===== src/rtl/core/bzcp_pkg.sv =====
// Shared types and constants for the bandpass zero-crossing phase detector.
// Used by the controller, the datapath and the top level.
package bzcp_pkg;

   // configuration register indexes
   localparam logic [2:0] REG_FILTER_GAIN  = 3'd0;
   localparam logic [2:0] REG_FEEDBACK_ONE = 3'd1;
   localparam logic [2:0] REG_FEEDBACK_TWO = 3'd2;
   localparam logic [2:0] REG_PHASE_STEP   = 3'd3;
   localparam logic [2:0] REG_WINDOW_LEN   = 3'd4;
   localparam logic [2:0] REG_RATIO_THRESH = 3'd5;

   localparam int SampleBits = 16;
   localparam int WinBits    = 13;
   localparam logic [WinBits-1:0] WinReset = 13'd1024;
   localparam logic [WinBits-1:0] WinMax   = 13'd4096;

   // datapath operation codes
   typedef logic [3:0] op_type;
   localparam op_type OP_NONE      = 4'd0;
   localparam op_type OP_LOAD      = 4'd1;
   localparam op_type OP_MUL_B0X   = 4'd2;
   localparam op_type OP_Y         = 4'd3;
   localparam op_type OP_MUL_F1Y   = 4'd4;
   localparam op_type OP_D0        = 4'd5;
   localparam op_type OP_D1        = 4'd6;
   localparam op_type OP_UPD       = 4'd7;
   localparam op_type OP_MUL_TR    = 4'd8;
   localparam op_type OP_CHECK     = 4'd9;
   localparam op_type OP_DIV_STEP  = 4'd10;
   localparam op_type OP_MUL_QS    = 4'd11;
   localparam op_type OP_OUT_ACT   = 4'd12;
   localparam op_type OP_OUT_INACT = 4'd13;

   typedef struct packed {
      op_type op;
      logic   sec;   // filter section in use
   } cmd_type;

   typedef struct packed {
      logic win_end;
      logic seen;
      logic ok;
   } status_type;

   typedef struct packed {
      logic signed [31:0]  filter_gain;
      logic signed [31:0]  feedback_one;
      logic signed [31:0]  feedback_two;
      logic [31:0]         phase_step;
      logic [WinBits-1:0]  window_length;
      logic [15:0]         ratio_threshold;
   } cfg_type;

endpackage


===== src/rtl/core/bzcp_ctrl.sv =====
// Sequencer for the bandpass zero-crossing phase detector.
// Depends on bzcp_pkg; drives bzcp_dpath through command and status structs.
module bzcp_ctrl (
   input  logic                 clock,
   input  logic                 reset,
   input  logic                 req_tvalid,
   output logic                 req_tready,
   output logic                 rsp_tvalid,
   input  logic                 rsp_tready,
   input  bzcp_pkg::status_type status,
   output bzcp_pkg::cmd_type    cmd
);

   localparam logic [3:0] ST_IDLE = 4'd0;
   localparam logic [3:0] ST_MB0  = 4'd1;
   localparam logic [3:0] ST_Y    = 4'd2;
   localparam logic [3:0] ST_MF1  = 4'd3;
   localparam logic [3:0] ST_D0   = 4'd4;
   localparam logic [3:0] ST_D1   = 4'd5;
   localparam logic [3:0] ST_UPD  = 4'd6;
   localparam logic [3:0] ST_MTR  = 4'd7;
   localparam logic [3:0] ST_CHK  = 4'd8;
   localparam logic [3:0] ST_DIV  = 4'd9;
   localparam logic [3:0] ST_MQS  = 4'd10;
   localparam logic [3:0] ST_OUT  = 4'd11;

   logic [3:0] state_ff, state_in;
   logic       sec_ff, sec_in;
   logic [4:0] div_cnt_ff, div_cnt_in;
   logic       act_ff, act_in;
   logic       vld_ff, vld_in;

   assign req_tready = (state_ff == ST_IDLE);
   assign rsp_tvalid = vld_ff;

   // next state and command
   always_comb begin
      state_in   = state_ff;
      sec_in     = sec_ff;
      div_cnt_in = div_cnt_ff;
      act_in     = act_ff;
      vld_in     = vld_ff && !rsp_tready;
      cmd.sec    = sec_ff;
      cmd.op     = bzcp_pkg::OP_NONE;
      unique case (state_ff)
         ST_IDLE: begin
            if (req_tvalid) begin
               cmd.op   = bzcp_pkg::OP_LOAD;
               sec_in   = 1'b0;
               state_in = ST_MB0;
            end
         end
         ST_MB0: begin
            cmd.op   = bzcp_pkg::OP_MUL_B0X;
            state_in = ST_Y;
         end
         ST_Y: begin
            cmd.op   = bzcp_pkg::OP_Y;
            state_in = ST_MF1;
         end
         ST_MF1: begin
            cmd.op   = bzcp_pkg::OP_MUL_F1Y;
            state_in = ST_D0;
         end
         ST_D0: begin
            cmd.op   = bzcp_pkg::OP_D0;
            state_in = ST_D1;
         end
         ST_D1: begin
            cmd.op = bzcp_pkg::OP_D1;
            if (!sec_ff) begin
               sec_in   = 1'b1;
               state_in = ST_MB0;
            end else begin
               state_in = ST_UPD;
            end
         end
         ST_UPD: begin
            cmd.op   = bzcp_pkg::OP_UPD;
            state_in = ST_MTR;
         end
         ST_MTR: begin
            cmd.op   = bzcp_pkg::OP_MUL_TR;
            state_in = ST_CHK;
         end
         ST_CHK: begin
            priority if (!status.win_end) begin
               state_in = ST_IDLE;
            end else if (!status.seen) begin
               cmd.op   = bzcp_pkg::OP_CHECK;
               state_in = ST_IDLE;
            end else if (status.ok) begin
               cmd.op     = bzcp_pkg::OP_CHECK;
               div_cnt_in = '0;
               state_in   = ST_DIV;
            end else begin
               cmd.op   = bzcp_pkg::OP_CHECK;
               act_in   = 1'b0;
               state_in = ST_OUT;
            end
         end
         ST_DIV: begin
            cmd.op     = bzcp_pkg::OP_DIV_STEP;
            div_cnt_in = div_cnt_ff + 5'd1;
            if (div_cnt_ff == 5'd31) begin
               state_in = ST_MQS;
            end
         end
         ST_MQS: begin
            cmd.op   = bzcp_pkg::OP_MUL_QS;
            act_in   = 1'b1;
            state_in = ST_OUT;
         end
         ST_OUT: begin
            // hold until the output register is free
            if (!vld_ff || rsp_tready) begin
               cmd.op   = act_ff ? bzcp_pkg::OP_OUT_ACT : bzcp_pkg::OP_OUT_INACT;
               vld_in   = 1'b1;
               state_in = ST_IDLE;
            end
         end
         default: begin
            state_in = ST_IDLE;
         end
      endcase
   end

   always_ff @(posedge clock) begin
      if (reset) begin
         state_ff   <= ST_IDLE;
         sec_ff     <= 1'b0;
         div_cnt_ff <= '0;
         act_ff     <= 1'b0;
         vld_ff     <= 1'b0;
      end else begin
         state_ff   <= state_in;
         sec_ff     <= sec_in;
         div_cnt_ff <= div_cnt_in;
         act_ff     <= act_in;
         vld_ff     <= vld_in;
      end
   end

endmodule


===== config.mk =====
export PLATFORM = sky130hd
export DESIGN_NAME = bzcp_ctrl
export DESIGN_NICKNAME = d
export VERILOG_FILES = /design/src/rtl/core/bzcp_pkg.sv /design/src/rtl/core/bzcp_ctrl.sv
export SDC_FILE = /design/constraint.sdc
export NUM_CORES = 1
export LEC_CHECK = 0
export ABC_AREA = 1
export BUFFER_PORTS_ARGS = -buffer_cell sky130_fd_sc_hd__buf_4
export CAP_MARGIN = 10
export CORE_UTILIZATION = 45
export DETAILED_ROUTE_END_ITERATION = 7
export PLACE_DENSITY = 0.75
export SLEW_MARGIN = 20
export SYNTH_ARGS = -nofsm -noshare
export SYNTH_HDL_FRONTEND = slang
export SYNTH_SLANG_ARGS = --single-unit

===== constraint.sdc =====
create_clock -name clock -period 2.5 [get_ports clock]
set_clock_uncertainty 0.05 [all_clocks]
set_input_delay 0.5 -clock clock [delete_from_list [all_inputs] [get_ports clock]]
set_output_delay 0.5 -clock clock [all_outputs]
set_load 0.03 [all_outputs]

==> out/metrics.yaml, run 1 <==
logic_synthesis:
  synth-edff-count: 0
  syn_area_um2: 818
  ys_warn_count: 0
  synth_top_area_share_pct: 29.4
  synth_common_cells: "nand2_1 (23), nor2_1 (15), dfxtp_1 (12), nand3_1 (10)"
  synthDistinctLibCells: 25
  synth_nets: 130
  ys_ff_latch: 12
  seq_area_frac_synth_pct: 29.4
  postSynthAreaPerCell_um2: 6.76
  synth_area_leader_cell: "dfxtp_1"
  ys_async_sr_fraction_pct: 0
  yosysMostFrequentCell: "nand2_1"
  synth_area_leaders: "dfxtp_1 (29%), nand2_1 (11%), nand2_2 (6.9%)"
  synthCells: 121
  synth_ff_type: "dfxtp_1"
clock_tree:
  cts.htree.levels: 1
  cts-root-buf: "clkbuf_4"
  cts_hold_buffers: 0
  clock_latency_ns: 0.27
  cts_sinks: 12
  cts_buffer_depth: 2
  cts_setup_buffers: 0
  cts_resized: 0
  cts_buffers: 3
  cts_tree: "yes"
  clk_pin_slew_ns: 0.08
min_path:
  min_path_type: "reg2reg"
pwr:
  pwr-share-comb_pct: 33.1
  finalPower_mw: 0.545
  p_per_area_nw_per_um2: 560
  seq_power_share_pct: 38.9
  swShare_pct: 35.9
  p_int_mw: 0.349
  clkPwrFrac_pct: 28.1
  p_sw_mw: 0.195
  p_leak_nw: 0.460
  ir_drop_mv: 0.278
grt:
  antenna_found_initial: 0
  grt_overflow: 0
  grt_max_degree: 13
  grt.total_usage_pct: 20.9
  grt_pass1_vias: 786
  grt_pass1_wl_mm: 3.08
setup_path:
  critPathArrivalTime_ns: 1.52
  crit_fanout: 6
  required_ns: 1.95
  cp_slowest_cell: "dfxtp_1"
  path_class: "reg2out"
  cpPeakStageDelay_ns: 0.39
  path_buf_inv: 3
  crit_family: "simple AND/OR/NAND/NOR gates"
  cp_cell_sequence: "inv_2 -> nor2_4 -> nand2_1 -> nor2_1 -> inv_1 -> o21ai_1 -> buf_4"
  endpoint_kind: "output pin"
  cp-start-kind: "flop"
finish:
  layout.nets: 146
  drive_above_1_share_pct: 35.3
  area_growth_pct: 18.8
  finish.instance_area_um2: 972
  fill_cells: 166
  fin_util_pct: 56.9
  antenna_cells: 0
floorplan:
  coreArea_um2: 1710
  die_h_um: 44.6
  start_util_pct: 47.9
  io_pins: 14
  core.rowCount: 15
  die_width_um: 44.6
  die_area_um2: 1990
route:
  ant_nets: 0
  route.detailed.drc: 0
  via_per_inst: 4.92
  post_drt_wl_per_cell_um: 10.8
  totalWireLength_mm: 1.75
  drt_pre_antenna_iters: 4
  routed-via-count: 792
  drt-initial-drc-count: 17
timing:
  rsz0062_at_grt: "false"
  slew_violations: 0
  setup_tns_ns: 0
  setup_viol: 0
  max_freq_mhz: 482
  slew-limit-headroom_pct: 82.4
  fin_crit_sh_pct: 82.9
  finalHoldViolations: 0
  tightest_slew_ns: 0.263
  setup_ws_ns: 0.426
  fin_crit_ns: 2.07
placed_design:
  placed_cell_area_um2: 936
  io_buffers: 13
  dp_slack_ns: 0.560
  hpwl_mm: 1.41
  gp_congestion: 0.883
status:
  status: "complete, no violations"
flow_run:
  maxCapViolCount: 0
-- power by group through the flow --
stage | combinational, mW | clock, mW | sequential (mW)
2_1_floorplan | 0.125 | 0 | 0.214
3_3_place_gp | 0.177 | 0 | 0.216
3_5_place_dp | 0.180 | 0 | 0.216
4_1_cts | 0.180 | 0.155 | 0.212
5_1_grt | 0.199 | 0.169 | 0.213
6_report | 0.180 | 0.153 | 0.212
-- routing by layer --
layer,GRT usage [%],routed length (um)
met1,25.1,794
met2,34.7,841
met3,3.67,76
met4,12.1,33
met5,0,0
-- state kept, by name, summed over array words and instances, names as in the netlist --
name        cells
div_cnt_ff      5
sec_ff          1
rsp_tvalid      1
state_ff        4
act_ff          1
-- worst register-to-register path, cell delays in order (launching register included) --
cell	delay (ns)
dfxtp_1	0.39
ha_1	0.19
nand2_1	0.07
nor2_1	0.10
ha_1	0.20
nor2_1	0.07
nor2_2	0.13
nand2_1	0.07
a21oi_1	0.13
-- worst paths after layout --
| check | from | endpoint | slack, ns | cells after the start |
|---|---|---|---|---|
| max | state_ff[3]$_SDFFE_PP0P_ | cmd[1] | 0.43 | 7 |
| min | act_ff$_SDFFE_PP0P_ | act_ff$_SDFFE_PP0P_ | 0.42 | 2 |
| max reg2reg | div_cnt_ff[1]$_SDFFE_PP0P_ | state_ff[0]$_SDFFE_PP0P_ | 1.03 | 8 |
| min reg2reg | act_ff$_SDFFE_PP0P_ | act_ff$_SDFFE_PP0P_ | 0.42 | 2 |
-- cell type report --
type | count | area, um2 | share of cell area, %
Tap cell | 25 | 31.3 | 3.22
Multi-Input combinational cell | 91 | 507 | 52.1
Inverter | 16 | 60.1 | 6.18
Timing Repair Buffer | 13 | 97.6 | 10.0
Sequential cell | 12 | 240 | 24.7
Clock buffer | 4 | 36.3 | 3.73
-- kinds of logic after synthesis --
group	Yosys count	share of synthesized area [%]
and+or+nand+nor	71	44.6
DFF	12	29.4
AOI/OAI and AO/OA	18	14.2
buffers and inverters	18	8.71
adders and majority gates	2	3.06
-- cells in the final DEF (no fill, tap or decap), drive strengths merged --
| cell | synthesis | final |
|---|---|---|
| o21ai | 4 | 4 |
| clkbuf | 1 | 4 |
| nand4 | 3 | 3 |
| a31oi | 1 | 1 |
| dfxtp | 12 | 12 |
| clkinv | 1 | 1 |
| ha | 2 | 2 |
| nor2 | 20 | 20 |
| nand2 | 35 | 35 |
| a21oi | 12 | 12 |
| or3 | 1 | 1 |
| inv | 15 | 15 |
| or2 | 1 | 1 |
| a22oi | 1 | 1 |
| nand3 | 11 | 11 |
| buf | 1 | 13 |
-- per-stage QoR --
| step | hold WS (ns) | cells |
|---|---|---|
| detailed placement | 0.408 | 157 |
| global route | 0.431 | 161 |
| global placement | 0.405 | 157 |
| CTS | 0.419 | 161 |
| floorplan | 0.390 | 121 |
| finish | 0.421 | 161 |
Power figures use the tool's default switching activity.
==> inputs of run 2 (changes only) <==
- PLACE_DENSITY: 0.75 -> 0.78
- clock period: 2.5 -> 1.65 ns (I/O delays scaled with it)
==> out/metrics.yaml, run 2 (synthesized netlist as in run 1, its figures left out) <==
floorplan:
  die_area_um2: 1990
  io_pins: 14
  coreArea_um2: 1710
  start_util_pct: 47.9
  die_width_um: 44.6
  die_h_um: 44.6
  core.rowCount: 15
setup_path:
  cp-start-kind: "flop"
  critPathArrivalTime_ns: 1.42
  cpPeakStageDelay_ns: 0.38
  cpMostUsedCell: "buf_6"
  cp_cell_sequence: "nand2_4 -> buf_6 -> nor2_4 -> or3_4 -> buf_6"
  crit_start: "state_ff[1]$_SDFFE_PP0P_"
  path_class: "reg2out"
  endpoint_kind: "output pin"
  r2r-start: "div_cnt_ff[1]$_SDFFE_PP0P_"
  crit_fanout: 5
  cp_slowest_cell: "dfxtp_4"
  required_ns: 1.27
clock_tree:
  cts_sinks: 12
  cts-root-buf: "clkbuf_4"
  cts_tree: "yes"
  cts_buffer_depth: 2
  clock_latency_ns: 0.27
  cts.htree.levels: 1
  clk_pin_slew_ns: 0.08
  cts_buffers: 3
timing:
  fin_crit_sh_pct: 109
  hold_ws_ns: 0.267
  rsz0062_at_grt: "true"
  finalHoldViolations: 0
  setup_viol: 3
  slew_violations: 0
  slew-limit-headroom_pct: 83.4
  fin_crit_ns: 1.80
  setup_ws_ns: -0.151
  max_freq_mhz: 555
  tightest_slew_ns: 0.248
finish:
  layout.nets: 162
  largestRegisters: "div_cnt_ff x5, state_ff x4"
  final_common_cell: "buf_4"
  antenna_cells: 0
  regMostFlops: "div_cnt_ff"
  largest_reg_flops: 5
  fin_cells: 177
  drive_above_1_share_pct: 50.7
  area_growth_pct: 44.6
  layout_common_cells: "buf_4 (25), nand2_1 (21), nor2_1 (11), nand3_1 (10)"
route:
  ant_nets: 0
  via_per_inst: 5.33
  totalWireLength_mm: 2.37
  drt-initial-drc-count: 31
  routed-via-count: 944
  post_drt_wl_per_cell_um: 13.4
  drt_pre_antenna_iters: 4
  route.detailed.drc: 0
placed_design:
  dp_slack_ns: 0.0331
  dpl.cell_count: 158
  io_buffers: 13
  gp_congestion: 1.01
  hpwl_mm: 1.43
pwr:
  p_per_area_nw_per_um2: 775
  ir_drop_mv: 0.398
  p_leak_nw: 0.563
  finalPower_mw: 0.918
grt:
  grt_pass1_vias: 844
  grt_overflow: 0
  grt_pass1_wl_mm: 3.51
  grt_max_degree: 13
  antenna_found_initial: 0
  grt.total_usage_pct: 23.6
status:
  violations: "setup timing"
  status: "complete, but fails checks"
flow_run:
  maxCapViolCount: 0
min_path:
  min_from: "reset"
  min_path_type: "in2reg"
[run 2: changes by cell type in the layout (fill, tap and decap cells not counted), moves of 2 or more]
| cell | change |
|---|---|
| dfxtp_4 | +3 |
| nand2_4 | +3 |
| dfxtp_1 | -4 |
| nor2_4 | +3 |
| buf_6 | +4 |
| inv_2 | -3 |
| buf_4 | +12 |
| nand2_1 | -2 |
| inv_4 | +4 |
| nor2_1 | -4 |
[run 2: final timing paths]
check	endpoint	cells after the start	slack, ns
worst min-delay path	div_cnt_ff[1]$_SDFFE_PP0P_	2	0.27
worst max register to register	state_ff[3]$_SDFFE_PP0P_	8	0.21
worst max-delay path	cmd[3]	5	-0.15
worst min register to register	div_cnt_ff[3]$_SDFFE_PP0P_	2	0.44
[run 2: final cells by class]
type | count | area (um2)
Tap cell | 25 | 31.3
Fill cell | 129 | 524
Timing Repair Buffer | 29 | 233
Inverter | 16 | 70.1
Sequential cell | 12 | 253
Clock buffer | 4 | 36.3
Multi-Input combinational cell | 91 | 561
[run 2: report_power, final]
part / switching, mW / internal, mW
combinational: 0.213 / 0.138
clock: 0.102 / 0.134
sequential: 0.0256 / 0.304
total: 0.341 / 0.577
[run 2: through the flow]
stage | cell area, um2 | utilization, % | setup TNS, ns
3_3_place_gp | 947 | 55.5 | 0
2_1_floorplan | 822 | - | 0
5_1_grt | 1180 | 69.3 | -0.597
6_report | 1180 | 69.3 | -0.427
3_5_place_dp | 947 | 55.5 | 0
4_1_cts | 1110 | 64.9 | -0.378
[run 2: timing repair]
item / in CTS / in global routing
hold buffers: 0 / 0
endpoints found under the setup margin: 3 / 3
buffers inserted: 10 / 5
pin swaps: 4 / 6
resized for setup: 18 / 11
[run 2: worst max-delay path, delay by kind of cell, from the launching register on]
| family | cells | cell delay [ns] |
|---|---|---|
| AND/OR/NAND/NOR | 3 | 0.50 |
| buffers and inverters | 2 | 0.25 |
| flip-flops | 1 | 0.38 |
[run 2: routing by layer]
layer / GRT usage (%) / vias up / routed length, um
met5: 0 / - / 0
met3: 2.86 / 9 / 78
met2: 42.9 / 36 / 1260
met1: 27.5 / 444 / 963
met4: 10.3 / 0 / 69
li1: - / 455 / -
==> inputs of run 3 (changes only) <==
- PLACE_DENSITY: 0.78 -> 0.69
==> out/metrics.yaml, run 3 (synthesized netlist as in run 1, its figures left out) <==
status:
  status: "complete, but fails checks"
  violations: "setup timing"
floorplan:
  coreArea_um2: 1710
  start_util_pct: 47.9
  die_width_um: 44.6
  die_h_um: 44.6
  die_area_um2: 1990
  core.rowCount: 15
  io_pins: 14
clock_tree:
  cts.htree.levels: 1
  clock_latency_ns: 0.27
  cts_hold_buffers: 0
  cts_sinks: 12
  clk_pin_slew_ns: 0.07
  cts_tree: "yes"
  cts_buffer_depth: 2
  cts-root-buf: "clkbuf_4"
  cts_buffers: 3
pwr:
  swShare_pct: 39.4
  seq_power_share_pct: 38.6
  p_leak_nw: 0.558
  clkPwrFrac_pct: 20.7
  ir_drop_mv: 0.581
  p_sw_mw: 0.334
  p_int_mw: 0.514
  p_per_area_nw_per_um2: 714
  pwr-share-comb_pct: 40.7
route:
  via_per_inst: 5.16
  drt_pre_antenna_iters: 4
  totalWireLength_mm: 2.21
  post_drt_wl_per_cell_um: 12.8
  routed-via-count: 887
  route.detailed.drc: 0
  ant_nets: 0
  drt-initial-drc-count: 4
timing:
  max_freq_mhz: 568
  setup_viol: 3
  finalHoldViolations: 0
  setup_ws_ns: -0.110
  hold_ws_ns: 0.270
  setup_tns_ns: -0.266
  tightest_slew_ns: 0.243
  fin_crit_sh_pct: 107
  slew_violations: 0
  slew-limit-headroom_pct: 83.7
  fin_crit_ns: 1.76
  rsz0062_at_grt: "true"
finish:
  regMostFlops: "div_cnt_ff"
  layout.nets: 158
  final_common_cell: "buf_4"
  fill_cells: 141
  drive_above_1_share_pct: 51.0
  largestRegisters: "div_cnt_ff x5, state_ff x4"
  regArea_um2: 253
  area_growth_pct: 45.1
  finish.instance_area_um2: 1190
  multi_input_area_um2: 589
  antenna_cells: 0
  largest_reg_flops: 5
  layout_common_cells: "buf_4 (21), nand2_1 (18), nor2_1 (10)"
placed_design:
  gp_congestion: 0.873
  dp_slack_ns: 0.0559
  placed_cell_area_um2: 955
  hpwl_mm: 1.54
  io_buffers: 13
setup_path:
  path_class: "reg2out"
  required_ns: 1.27
  cp-start-kind: "flop"
  critPathArrivalTime_ns: 1.38
  crit_fanout: 5
  endpoint_kind: "output pin"
min_path:
  min_path_type: "in2reg"
grt:
  grt.total_usage_pct: 24.9
  antenna_found_initial: 0
  grt_overflow: 0
  grt_pass1_wl_mm: 3.59
  grt_pass1_vias: 862
  grt_max_degree: 13
flow_run:
  maxCapViolCount: 0
-- run 3: cell count changes in the layout (fill, tap and decap cells not counted), moves of 2 or more --
cell	before	now
inv_6	0	2
buf_4	25	21
inv_4	4	1
nand2_1	21	18
-- run 3: power by group through the flow --
stage	clock network (mW)	logic (mW)	registers, mW
6_report	0.175	0.345	0.327
5_1_grt	0.197	0.368	0.329
4_1_cts	0.181	0.324	0.318
3_5_place_dp	0	0.289	0.323
3_3_place_gp	0	0.288	0.322
2_1_floorplan	0	0.193	0.324
-- run 3: worst paths after layout --
path	from	to	slack, ns	depth (start not counted)
setup / recovery	state_ff[0]$_SDFFE_PP0P_	cmd[3]	-0.11	5
hold / removal	reset	state_ff[3]$_SDFFE_PP0P_	0.27	2
setup reg to reg	div_cnt_ff[1]$_SDFFE_PP0P_	state_ff[3]$_SDFFE_PP0P_	0.21	8
hold reg to reg	div_cnt_ff[4]$_SDFFE_PP0P_	div_cnt_ff[4]$_SDFFE_PP0P_	0.42	2
-- run 3: per-layer routing --
metal,vias up,GRT usage (%),part of all wire (%)
met5,-,0,0
met4,0,20.0,5.5
met3,13,1.63,2.1
met2,22,42.6,53
met1,403,28.4,40
li1,449,-,-
-- run 3: timing repair --
item | in CTS | in global routing
endpoints found under the hold margin | 0 | 0
setup endpoints to repair | 3 | 3
pin swaps | 3 | 5
buffers inserted | 7 | 3
gates resized for setup | 18 | 20
-- run 3: layout make-up --
class                           count  share of cell area [%]
Tap cell                           25                    2.63
Sequential cell                    12                    21.3
Multi-Input combinational cell     91                    49.6
Clock buffer                        3                    1.90
Timing Repair Buffer               25                    17.8
Inverter                           16                    6.74
-- run 3: critical path, cell delays in order, from the launching register on --
cell and delay, ns:
dfxtp_4 0.40, nand2_4 0.08, inv_4 0.08, nor2_2 0.05
or3_1 0.35, buf_6 0.15
-- run 3: metrics by stage --
| stage | util (%) | power (mW) | std cells |
|---|---|---|---|
| global placement | 55.9 | 0.610 | 159 |
| finish | 69.5 | 0.847 | 172 |
| detailed placement | 55.9 | 0.612 | 159 |
| global route | 69.5 | 0.895 | 172 |
| CTS | 64.5 | 0.823 | 169 |
| floorplan | - | 0.517 | 121 |
